$ cat src/design/plf_pkg.sv
// ----------------------------------------------------------------------------
// plf_pkg: shared types and constants for the port list packet filter
// Word layouts, operation and result codes, and the links between list cells.
// ----------------------------------------------------------------------------
package plf_pkg;

  localparam int unsigned LIST_DEPTH_DEF = 64;
  localparam logic [7:0]  PROTO_TCP      = 8'd6;
  localparam logic [7:0]  PROTO_UDP      = 8'd17;

  typedef logic [15:0] port_t;

  typedef enum logic [1:0] {
    FN_CLASSIFY   = 2'd0,
    FN_ADD_OPEN   = 2'd1,
    FN_ADD_CLOSED = 2'd2,
    FN_CLEAR      = 2'd3
  } func_e;

  typedef enum logic [1:0] {
    V_ACCEPT = 2'd0,
    V_DROP   = 2'd1,
    V_QUEUE  = 2'd2
  } verdict_e;

  typedef enum logic [1:0] {
    S_OK      = 2'd0,
    S_FULL    = 2'd1,
    S_REFUSED = 2'd2
  } status_e;

  typedef enum logic [1:0] {
    ST_IDLE = 2'd0,
    ST_WALK = 2'd1,
    ST_DONE = 2'd2
  } state_e;

  typedef struct packed {
    func_e      func;
    logic       outbound;
    logic [7:0] protocol;
    port_t      src_port;
    port_t      dst_port;
    port_t      entry_port;
  } in_t;

  typedef struct packed {
    verdict_e verdict;
    status_e  status;
  } out_t;

  // Lookup token that walks the cell row, one cell per cycle
  typedef struct packed {
    logic  valid;
    port_t port;
    logic  open_hit;
    logic  closed_hit;
  } link_t;

  // Broadcast control for list appends
  typedef struct packed {
    logic  shift_open;
    logic  shift_closed;
  } cell_ctrl_t;

endpackage

$ cat src/design/port_list_packet_filter_unit.sv
// ----------------------------------------------------------------------------
// port_list_packet_filter_unit: open/closed port list filter, one word at a time
// A list op or non-TCP/UDP header goes straight to ST_DONE; a TCP/UDP header first walks
// the lookup token through all LIST_DEPTH cells in ST_WALK (token walks one cell a cycle).
// One word in flight: in_stall_o holds off the next word until the previous result is
// loaded into the output register, and later while a finished result waits on out_stall_i.
// Reset clears fill counts, control port and handshake state; list entries stay undefined.
// ----------------------------------------------------------------------------
module port_list_packet_filter_unit
  import plf_pkg::*;
#(
  parameter int unsigned LIST_DEPTH = LIST_DEPTH_DEF
) (
  input  logic  clk_i,
  input  logic  rst_ni,
  input  logic  in_valid_i,
  output logic  in_stall_o,
  input  in_t   in_data_i,
  output logic  out_valid_o,
  input  logic  out_stall_i,
  output out_t  out_data_o,
  input  logic  cfg_we_i,
  input  port_t cfg_wdata_i
);

  localparam int unsigned FILL_W = $clog2(LIST_DEPTH + 1);
  localparam logic [FILL_W-1:0] FULL = FILL_W'(LIST_DEPTH);

  state_e            state_q, state_d;
  out_t              res_q, res_d;
  out_t              out_q;
  logic              out_valid_q;
  logic              out_load;
  logic [FILL_W-1:0] open_fill_q, open_fill_d;
  logic [FILL_W-1:0] closed_fill_q, closed_fill_d;
  port_t             ctrl_port_q;
  cell_ctrl_t        ctrl;
  logic              launch;
  logic              is_tcp_udp;

  link_t links [LIST_DEPTH+1];
  port_t open_chain [LIST_DEPTH+1];
  port_t closed_chain [LIST_DEPTH+1];

  assign is_tcp_udp = (in_data_i.protocol == PROTO_TCP) ||
                      (in_data_i.protocol == PROTO_UDP);

  assign in_stall_o = (state_q != ST_IDLE);

  // Head of the row: appended entry and new lookup token
  assign open_chain[0]   = in_data_i.entry_port;
  assign closed_chain[0] = in_data_i.entry_port;
  assign links[0] = {launch,
                     in_data_i.outbound ? in_data_i.src_port : in_data_i.dst_port,
                     1'b0, 1'b0};

  for (genvar k = 0; k < LIST_DEPTH; k++) begin : g_cell
    plf_cell #(
      .IDX    (k),
      .FILL_W (FILL_W)
    ) u_cell (
      .clk_i         (clk_i),
      .rst_ni        (rst_ni),
      .ctrl_i        (ctrl),
      .open_fill_i   (open_fill_q),
      .closed_fill_i (closed_fill_q),
      .open_i        (open_chain[k]),
      .closed_i      (closed_chain[k]),
      .open_o        (open_chain[k+1]),
      .closed_o      (closed_chain[k+1]),
      .link_i        (links[k]),
      .link_o        (links[k+1])
    );
  end

  always_comb begin
    state_d           = state_q;
    res_d             = res_q;
    out_load          = 1'b0;
    launch            = 1'b0;
    ctrl.shift_open   = 1'b0;
    ctrl.shift_closed = 1'b0;
    open_fill_d       = open_fill_q;
    closed_fill_d     = closed_fill_q;
    unique case (state_q)
      ST_IDLE: begin
        if (in_valid_i) begin
          res_d.verdict = V_ACCEPT;
          res_d.status  = S_OK;
          state_d       = ST_DONE;
          unique case (in_data_i.func)
            FN_CLASSIFY: begin
              if (is_tcp_udp) begin
                launch  = 1'b1;
                state_d = ST_WALK;
              end
            end
            FN_ADD_OPEN: begin
              if (open_fill_q == FULL) begin
                res_d.status = S_FULL;
              end else begin
                ctrl.shift_open = 1'b1;
                open_fill_d     = open_fill_q + 1'b1;
              end
            end
            FN_ADD_CLOSED: begin
              priority if (in_data_i.entry_port == ctrl_port_q) begin
                res_d.status = S_REFUSED;
              end else if (closed_fill_q == FULL) begin
                res_d.status = S_FULL;
              end else begin
                ctrl.shift_closed = 1'b1;
                closed_fill_d     = closed_fill_q + 1'b1;
              end
            end
            FN_CLEAR: begin
              open_fill_d   = '0;
              closed_fill_d = '0;
            end
          endcase
        end
      end
      ST_WALK: begin
        // Closed list wins over open list
        if (links[LIST_DEPTH].valid) begin
          priority if (links[LIST_DEPTH].closed_hit) begin
            res_d.verdict = V_DROP;
          end else if (links[LIST_DEPTH].open_hit) begin
            res_d.verdict = V_QUEUE;
          end else begin
            res_d.verdict = V_ACCEPT;
          end
          state_d = ST_DONE;
        end
      end
      ST_DONE: begin
        if (!out_valid_q || !out_stall_i) begin
          out_load = 1'b1;
          state_d  = ST_IDLE;
        end
      end
      default: begin
        state_d = ST_IDLE;
      end
    endcase
  end

  always_ff @(posedge clk_i or negedge rst_ni) begin
    if (!rst_ni) begin
      state_q       <= ST_IDLE;
      out_valid_q   <= 1'b0;
      open_fill_q   <= '0;
      closed_fill_q <= '0;
      ctrl_port_q   <= '0;
    end else begin
      state_q       <= state_d;
      open_fill_q   <= open_fill_d;
      closed_fill_q <= closed_fill_d;
      if (cfg_we_i) begin
        ctrl_port_q <= cfg_wdata_i;
      end
      if (out_load) begin
        out_valid_q <= 1'b1;
      end else if (!out_stall_i) begin
        out_valid_q <= 1'b0;
      end
    end
  end

  always_ff @(posedge clk_i) begin
    res_q <= res_d;
    if (out_load) begin
      out_q <= res_q;
    end
  end

  assign out_valid_o = out_valid_q;
  assign out_data_o  = out_q;

`ifndef SYNTHESIS
  a_tail_in_walk: assert property (@(posedge clk_i) disable iff (!rst_ni)
    links[LIST_DEPTH].valid |-> state_q == ST_WALK)
    else $error("lookup token left the row outside a walk");

  a_clear_fills: assert property (@(posedge clk_i) disable iff (!rst_ni)
    (state_q == ST_IDLE && in_valid_i && in_data_i.func == FN_CLEAR)
    |=> (open_fill_q == '0 && closed_fill_q == '0))
    else $error("clear did not empty both lists");

  a_open_append: assert property (@(posedge clk_i) disable iff (!rst_ni)
    (state_q == ST_IDLE && in_valid_i && in_data_i.func == FN_ADD_OPEN &&
     open_fill_q != FULL)
    |=> (open_fill_q == $past(open_fill_q) + 1'b1 && res_q.status == S_OK))
    else $error("open append did not advance the fill count");

  a_fill_bound: assert property (@(posedge clk_i) disable iff (!rst_ni)
    (open_fill_q <= FULL) && (closed_fill_q <= FULL))
    else $error("fill count beyond list depth");
`endif

endmodule

$ cat src/design/plf_cell.sv
// ----------------------------------------------------------------------------
// plf_cell: one list slot of the port list packet filter
// Holds one open and one closed entry, shifts them on append, and folds its
// own match into the lookup token as the token passes by.
// ----------------------------------------------------------------------------
module plf_cell
  import plf_pkg::*;
#(
  parameter int unsigned IDX    = 0,
  parameter int unsigned FILL_W = 7
) (
  input  logic              clk_i,
  input  logic              rst_ni,
  input  cell_ctrl_t        ctrl_i,
  input  logic [FILL_W-1:0] open_fill_i,
  input  logic [FILL_W-1:0] closed_fill_i,
  input  port_t             open_i,
  input  port_t             closed_i,
  output port_t             open_o,
  output port_t             closed_o,
  input  link_t             link_i,
  output link_t             link_o
);

  port_t open_q, closed_q;
  port_t port_q;
  logic  open_hit_q, closed_hit_q;
  logic  valid_q;
  logic  open_live, closed_live;

  // A slot counts only below the fill count
  assign open_live   = FILL_W'(IDX) < open_fill_i;
  assign closed_live = FILL_W'(IDX) < closed_fill_i;

  always_ff @(posedge clk_i) begin
    if (ctrl_i.shift_open) begin
      open_q <= open_i;
    end
    if (ctrl_i.shift_closed) begin
      closed_q <= closed_i;
    end
    port_q       <= link_i.port;
    open_hit_q   <= link_i.open_hit | (open_live & (open_q == link_i.port));
    closed_hit_q <= link_i.closed_hit | (closed_live & (closed_q == link_i.port));
  end

  always_ff @(posedge clk_i or negedge rst_ni) begin
    if (!rst_ni) begin
      valid_q <= 1'b0;
    end else begin
      valid_q <= link_i.valid;
    end
  end

  assign open_o   = open_q;
  assign closed_o = closed_q;
  assign link_o   = {valid_q, port_q, open_hit_q, closed_hit_q};

endmodule
$ cat config.mk
export PLATFORM = sky130hd
export DESIGN_NAME = port_list_packet_filter_unit
export DESIGN_NICKNAME = d
export VERILOG_FILES = /design/src/design/plf_pkg.sv /design/src/design/port_list_packet_filter_unit.sv /design/src/design/plf_cell.sv
export SDC_FILE = /design/constraint.sdc
export NUM_CORES = 2
export LEC_CHECK = 0
export BUFFER_PORTS_ARGS = -buffer_cell sky130_fd_sc_hd__buf_4
export CORE_ASPECT_RATIO = 0.75
export CORE_MARGIN = 8
export CORE_UTILIZATION = 50
export DETAILED_ROUTE_END_ITERATION = 16
export GPL_TIMING_DRIVEN = 0
export HOLD_SLACK_MARGIN = 0.06
export PLACE_DENSITY = 0.73
export SYNTH_ARGS = -nofsm -noshare
export SYNTH_HDL_FRONTEND = slang
export SYNTH_SLANG_ARGS = --single-unit
$ cat constraint.sdc
create_clock -name clk_i -period 74.2 [get_ports clk_i]
set_input_delay 7.42 -clock clk_i [delete_from_list [all_inputs] [get_ports clk_i]]
set_output_delay 7.42 -clock clk_i [all_outputs]
set_load 0.02 [all_outputs]
* Word level (Yosys, flattened, before mapping)
Index checks and enable logic that the tools add are counted.
W data, S select, Z words.
** Word-level totals
- Bits in registers :: 3289
- Input bits :: 80
- Output and inout bits :: 6
- Word-level logic and storage cells :: 972
** Cells by class
- Add/subtract/negate cells :: 2
- Order comparisons :: 128
- Equality and inequality tests :: 145
- Mux-type cells :: 36
- Bitwise operators :: 254
- Reductions and logical operators :: 15
** Operators by type and width (count)
- $eq A16 B16 Y1 :: 129
- $lt A6 B7 Y1 const A :: 64
- $lt A5 B7 Y1 const A :: 32
- $and A1 B1 Y1 :: 128
- $or A1 B1 Y1 :: 126
- $lt A4 B7 Y1 const A :: 16
- $lt A3 B7 Y1 const A :: 8
- $lt A1 B7 Y1 const A :: 4
- $lt A2 B7 Y1 const A :: 4
- $pmux W7 S2 :: 2
- $mux W2 :: 11
- $mux W7 :: 3
- $mux W16 :: 1
- $mux W1 :: 15
- $add A7 B1 Y7 const B :: 2
- $eq A7 B7 Y1 const B :: 2
- $ne A2 B2 Y1 const B :: 5
- $eq A8 B3 Y1 const B :: 1
- $eq A8 B5 Y1 const B :: 1
- $pmux W2 S2 :: 2
- $reduce_bool A2 Y1 :: 4
- $eq A2 B2 Y1 const B :: 3
- $pmux W2 S3 :: 1
- $reduce_and A3 Y1 :: 2
- other kinds (9) :: 14

* Logic depth before layout (Yosys ltp)
- Depth after elaboration :: 6
- Mapped depth :: 8
- Gate-level depth less buffers :: 7

* Hierarchy
Synthesis repeated with hierarchy kept, for this count alone.
** Second synthesis, totals
- Cells, all modules :: 6747
- Area, all modules :: 115152.9 µm²
** By module, submodules not included
- plf_cell (g_cell[25].u_cell ...) :: times used 6, cells an instance 102, area an instance 1754.2 µm², sequential area each 1346.3 µm²
- plf_cell (g_cell[29].u_cell ...) :: times used 5, cells an instance 102, area an instance 1751.7 µm², sequential area each 1346.3 µm²
- plf_cell (g_cell[13].u_cell ...) :: times used 5, cells an instance 102, area an instance 1749.2 µm², sequential area each 1346.3 µm²
- plf_cell (g_cell[0].u_cell ...) :: times used 4, cells an instance 102, area an instance 1764.2 µm², sequential area each 1346.3 µm²
- plf_cell (g_cell[20].u_cell ...) :: times used 3, cells an instance 104, area an instance 1789.2 µm², sequential area each 1346.3 µm²
- plf_cell (g_cell[18].u_cell ...) :: times used 3, cells an instance 102, area an instance 1769.2 µm², sequential area each 1346.3 µm²
- plf_cell (g_cell[12].u_cell ...) :: times used 3, cells an instance 102, area an instance 1766.7 µm², sequential area each 1346.3 µm²
- plf_cell (g_cell[11].u_cell ...) :: times used 3, cells an instance 102, area an instance 1761.7 µm², sequential area each 1346.3 µm²
- plf_cell (g_cell[32].u_cell ...) :: times used 3, cells an instance 106, area an instance 1761.7 µm², sequential area each 1346.3 µm²
- plf_cell (g_cell[50].u_cell ...) :: times used 3, cells an instance 102, area an instance 1756.7 µm², sequential area each 1346.3 µm²
- plf_cell (g_cell[22].u_cell ...) :: times used 2, cells an instance 102, area an instance 1784.2 µm², sequential area each 1346.3 µm²
- plf_cell (g_cell[16].u_cell ...) :: times used 2, cells an instance 102, area an instance 1774.2 µm², sequential area each 1346.3 µm²
- plf_cell (g_cell[28].u_cell ...) :: times used 2, cells an instance 102, area an instance 1759.2 µm², sequential area each 1346.3 µm²
- plf_cell (g_cell[27].u_cell ...) :: times used 2, cells an instance 100, area an instance 1744.2 µm², sequential area each 1346.3 µm²
- 19 more rows

* Worst setup path before layout
OpenSTA, ideal clock, no wires.
- Kind :: in2reg
- From :: input port in_valid_i
- To :: register closed_fill_q[1]
- Setup time :: 1041 ps
- Arrival :: 32011 ps
- Data required time :: 73159 ps
- Slack :: 41148 ps
- Stages :: 5
- Path buffers :: 1
- Cells stage by stage :: or3b_1 clkbuf_1 nor2_1 and3_1 o2bb2ai_1
** Between the ends
- Longest elaborated chain between the ends :: 1
** RTL lines
- start, declared :: RTL line port_list_packet_filter_unit.sv:16 : input logic in_valid_i,
- $reduce_and A5 Y1 (no source line)
- end signal, assigned :: RTL line port_list_packet_filter_unit.sv:158 : closed_fill_q <= closed_fill_d;
- end, declared :: RTL line port_list_packet_filter_unit.sv:35 : logic [FILL_W-1:0] closed_fill_q, closed_fill_d;
No other way between the ends.
A chain may end at the register's enable or synchronous reset.

==> results.ini <==
[critical_path]
cp_cell_sequence = buf_4 > xor2_1 > nor4_1 > nand4_1 > and3_4 > buf_16 > buf_16 > buf_16 > buf_16 > buf_16 > buf_16 > buf_16
crit_slowest_cell = nand4_1
cp_top_family = simple AND/OR/NAND/NOR gates
crit_path_max_incr_delay_ps = 910
crit_cells = 12
end_kind = flip-flop
r2r_cells = 14
critPathLaunchType = input pin
path_buf_inv = 8
crit_path_max_fanout = 63
cp.arrival_ps = 11860
cpMostUsedCell = buf_16
crit_required_ps = 74730
critical_path_class = input pin to flip-flop

[synthesis]
synth_edf_count = 2056
yosysUniqueCellTypes = 66
yosysMostFrequentCell = edfxtp_1
syn_area_um2 = 112000
seq_area_frac_synth_pct = 77.4
yosysWarnings = 0
yosysTopAreaCell = edfxtp_1
async_reset_ff_share_pct = 2.95
synth_top_area_share_pct = 55.0
syn-instance-count = 6511
syn_nets = 6599
synthTopCellsByCount = edfxtp_1 (2,056), xnor2_1 (1,218), dfxtp_1 (1,136), xor2_1 (851), nand4_1 (269)
synth_area_leaders = edfxtp_1 (55%), dfxtp_1 (20%), xnor2_1 (9.5%)
ys_ff_latch = 3289
synth_ff_type = edfxtp_1
syn_area_per_cell_um2 = 17.3

[layout]
fillers = 16600
num-nets-final = 7004
fin_cells = 10100
fin_area_um2 = 127000
drive_gt1_share_pct = 8.74
area_growth_pct = 12.8

[clock_tree]
clock_latency_ps = 840
root_buffer = clkbuf_16
cts_buffer_depth = 4
hold_buffers = 0
cts_sinks = 3289
cts_resized = 0
cts-buffers-inserted = 285
path_clk_slew_ps = 70
cts_max_level = 5
post_cts_buffers = 0
cts_tree = built

[floorplan]
initial_core_util_pct = 50.3
dieArea_um2 = 240000
dieHeight_um = 427
die_x_um = 563
rows = 150
coreArea_um2 = 223000
io_pins = 86

[sta]
setup_violations = 0
fin_crit_ps = 11330
slew_viol_final = 0
holdWs_ps = 345
fin_crit_sh_pct = 15.3
fin_skew_ps = 43.7
fmax_ghz = 0.0882
tns_ps = 0
hold_viol = 0
worst_slew_margin_rel_pct = 1.86
rsz0062_at_grt = false
worst_pin_slew_ps = 1460

[placed_design]
place.gp.congestion = 0.902
place_area_um2 = 118000
place_inst = 9592
hpwl_um = 180000
portBuffers = 83

[power]
power_frac_seq_pct = 55.8
p_switching_mw = 0.856
pwr-share-comb_pct = 5.6
leakagePower_nw = 42.3
p_int_mw = 2.92
peakVddDrop_uv = 21.1
p_per_area_nw_per_um2 = 29.8
switching_share_pct = 22.7
clkPwrFrac_pct = 38.6

[route]
wirelength_um = 252000
ant_nets = 0
vias = 54600
routed_via_density = 5.39
wl_per_cell_um = 24.9
firstDrtPassIters = 6
drt_iter0_markers = 6406
drc = 0

[global_route]
grt_use_total_pct = 20.5
grt_pass1_wl_um = 369000
overflow = 0
antenna_found_initial = 10
grt_pass1_vias = 55400
grt_start_max_net_pins = 125

[hold_path]
hp-class = flip-flop to flip-flop
hold_path_depth = 0

[flow_run]
maxCapViolations = 0

[status]
status = complete, no violations

[path summary, 6_finish.rpt]
check / from / endpoint / slack [ps]
max reg2reg: closed_fill_q[1] / g_cell[2].u_cell.closed_o[5] / 69070
min in group asynchronous: rst_ni / ctrl_port_q[8] / 6430
min: g_cell[12].u_cell.valid_q / g_cell[13].u_cell.valid_q / 340
min reg2reg: g_cell[12].u_cell.valid_q / g_cell[13].u_cell.valid_q / 340
max in group asynchronous: rst_ni / g_cell[3].u_cell.valid_q / 66960
max: in_data_i[3] / g_cell[2].u_cell.closed_o[5] / 62870
[per-layer routing]
metal	up-vias	routed length, um	global-route usage (%)
met5	-	27	0
met4	4	5820	5.02
met3	362	25400	5.46
met2	2532	108000	29.8
met1	27200	113000	30.7
li1	24500	-	-
[worst reg2reg max path, stage by stage (launching register included)]
cell and delay, ps:
dfrtp_1 390, clkbuf_1 320, inv_1 330, ha_1 290, nand2_1 130, nor3_1 90
nor2_1 270, and3_4 670, buf_16 350, buf_16 390, buf_16 340, buf_16 290
buf_16 290, buf_16 310, buf_16 280
[state kept, by name (all words and copies together) (netlist names)]
| signal | flops |
|---|---|
| res_q | 4 |
| state_q | 2 |
| g_cell.u_cell.valid_q | 64 |
| g_cell.u_cell.closed_hit_q | 64 |
| ctrl_port_q | 16 |
| g_cell.u_cell.open_hit_q | 64 |
| g_cell.u_cell.port_q | 1008 |
| closed_fill_q | 7 |
| g_cell.u_cell.open_o | 1024 |
| out_valid_o | 1 |
| out_data_o | 4 |
| open_fill_q | 7 |
| g_cell.u_cell.closed_o | 1024 |
[area by class of cell]
| type | count | area, um2 | area share (%) |
|---|---|---|---|
| diodes | 6 | 15.0 | 0.0118 |
| plain buffers | 41 | 188 | 0.148 |
| clock buffers | 405 | 8080 | 6.38 |
| clock inverters | 113 | 1050 | 0.827 |
| inverters | 34 | 135 | 0.107 |
| multi-input cells | 3147 | 25200 | 19.8 |
| flip-flops and latches | 3289 | 86900 | 68.6 |
| well taps | 2964 | 3710 | 2.93 |
| repair buffers | 118 | 1500 | 1.18 |
[cell usage in the layout, fill, tap and decap left out, drive strengths merged, types with 4 or more instances in the layout]
| master | instances |
|---|---|
| xnor2 | 1218 |
| nand2b | 10 |
| nand2 | 34 |
| o21ai | 32 |
| diode | 6 |
| mux2i | 17 |
| a41o | 51 |
| o21bai | 13 |
| clkbuf | 439 |
| and2 | 4 |
| a2111oi | 18 |
| a211oi | 24 |
| dfrtp | 97 |
| bufinv | 14 |
| nor2 | 64 |
| a21oi | 33 |
| edfxtp | 2056 |
| a31o | 49 |
| o41ai | 5 |
| nor4 | 201 |
| inv | 43 |
| or2 | 5 |
| ha | 8 |
| nand4 | 269 |
| and3 | 6 |
| nor3 | 103 |
| a21o | 18 |
| dfxtp | 1136 |
| nand3 | 54 |
| clkinv | 82 |
| clkinvlp | 8 |
| mux2 | 19 |
| buf | 125 |
| xor2 | 851 |
[logic make-up after synthesis]
kind of cell,synth area share (%)
AOI/OAI and AO/OA,1.89
xor gates and xnor gates,16.1
adders and majority gates,0.0891
buffers and inverters,0.281
DFF,77.4
muxes,0.345
and+or+nand+nor,3.91
[power groups by stage]
stage / clock network, mW / registers (mW) / logic, mW
after global placement: 0 / 2.24 / 0.198
after detailed placement: 0 / 2.14 / 0.207
after floorplan: 0 / 2.17 / 0.121
final: 1.46 / 2.10 / 0.210
after global routing: 1.55 / 2.11 / 0.223
after CTS: 1.48 / 2.10 / 0.209
[stage by stage]
step / total power, mW / setup slack, ps / util, %
after floorplan: 2.29 / 41150 / -
after global placement: 2.43 / 27210 / 52.3
after detailed placement: 2.35 / 62140 / 52.7
after CTS: 3.79 / 63000 / 56.8
after global routing: 3.88 / 62870 / 56.8
final: 3.77 / 62870 / 56.8
Power figures use the tool's default switching activity.
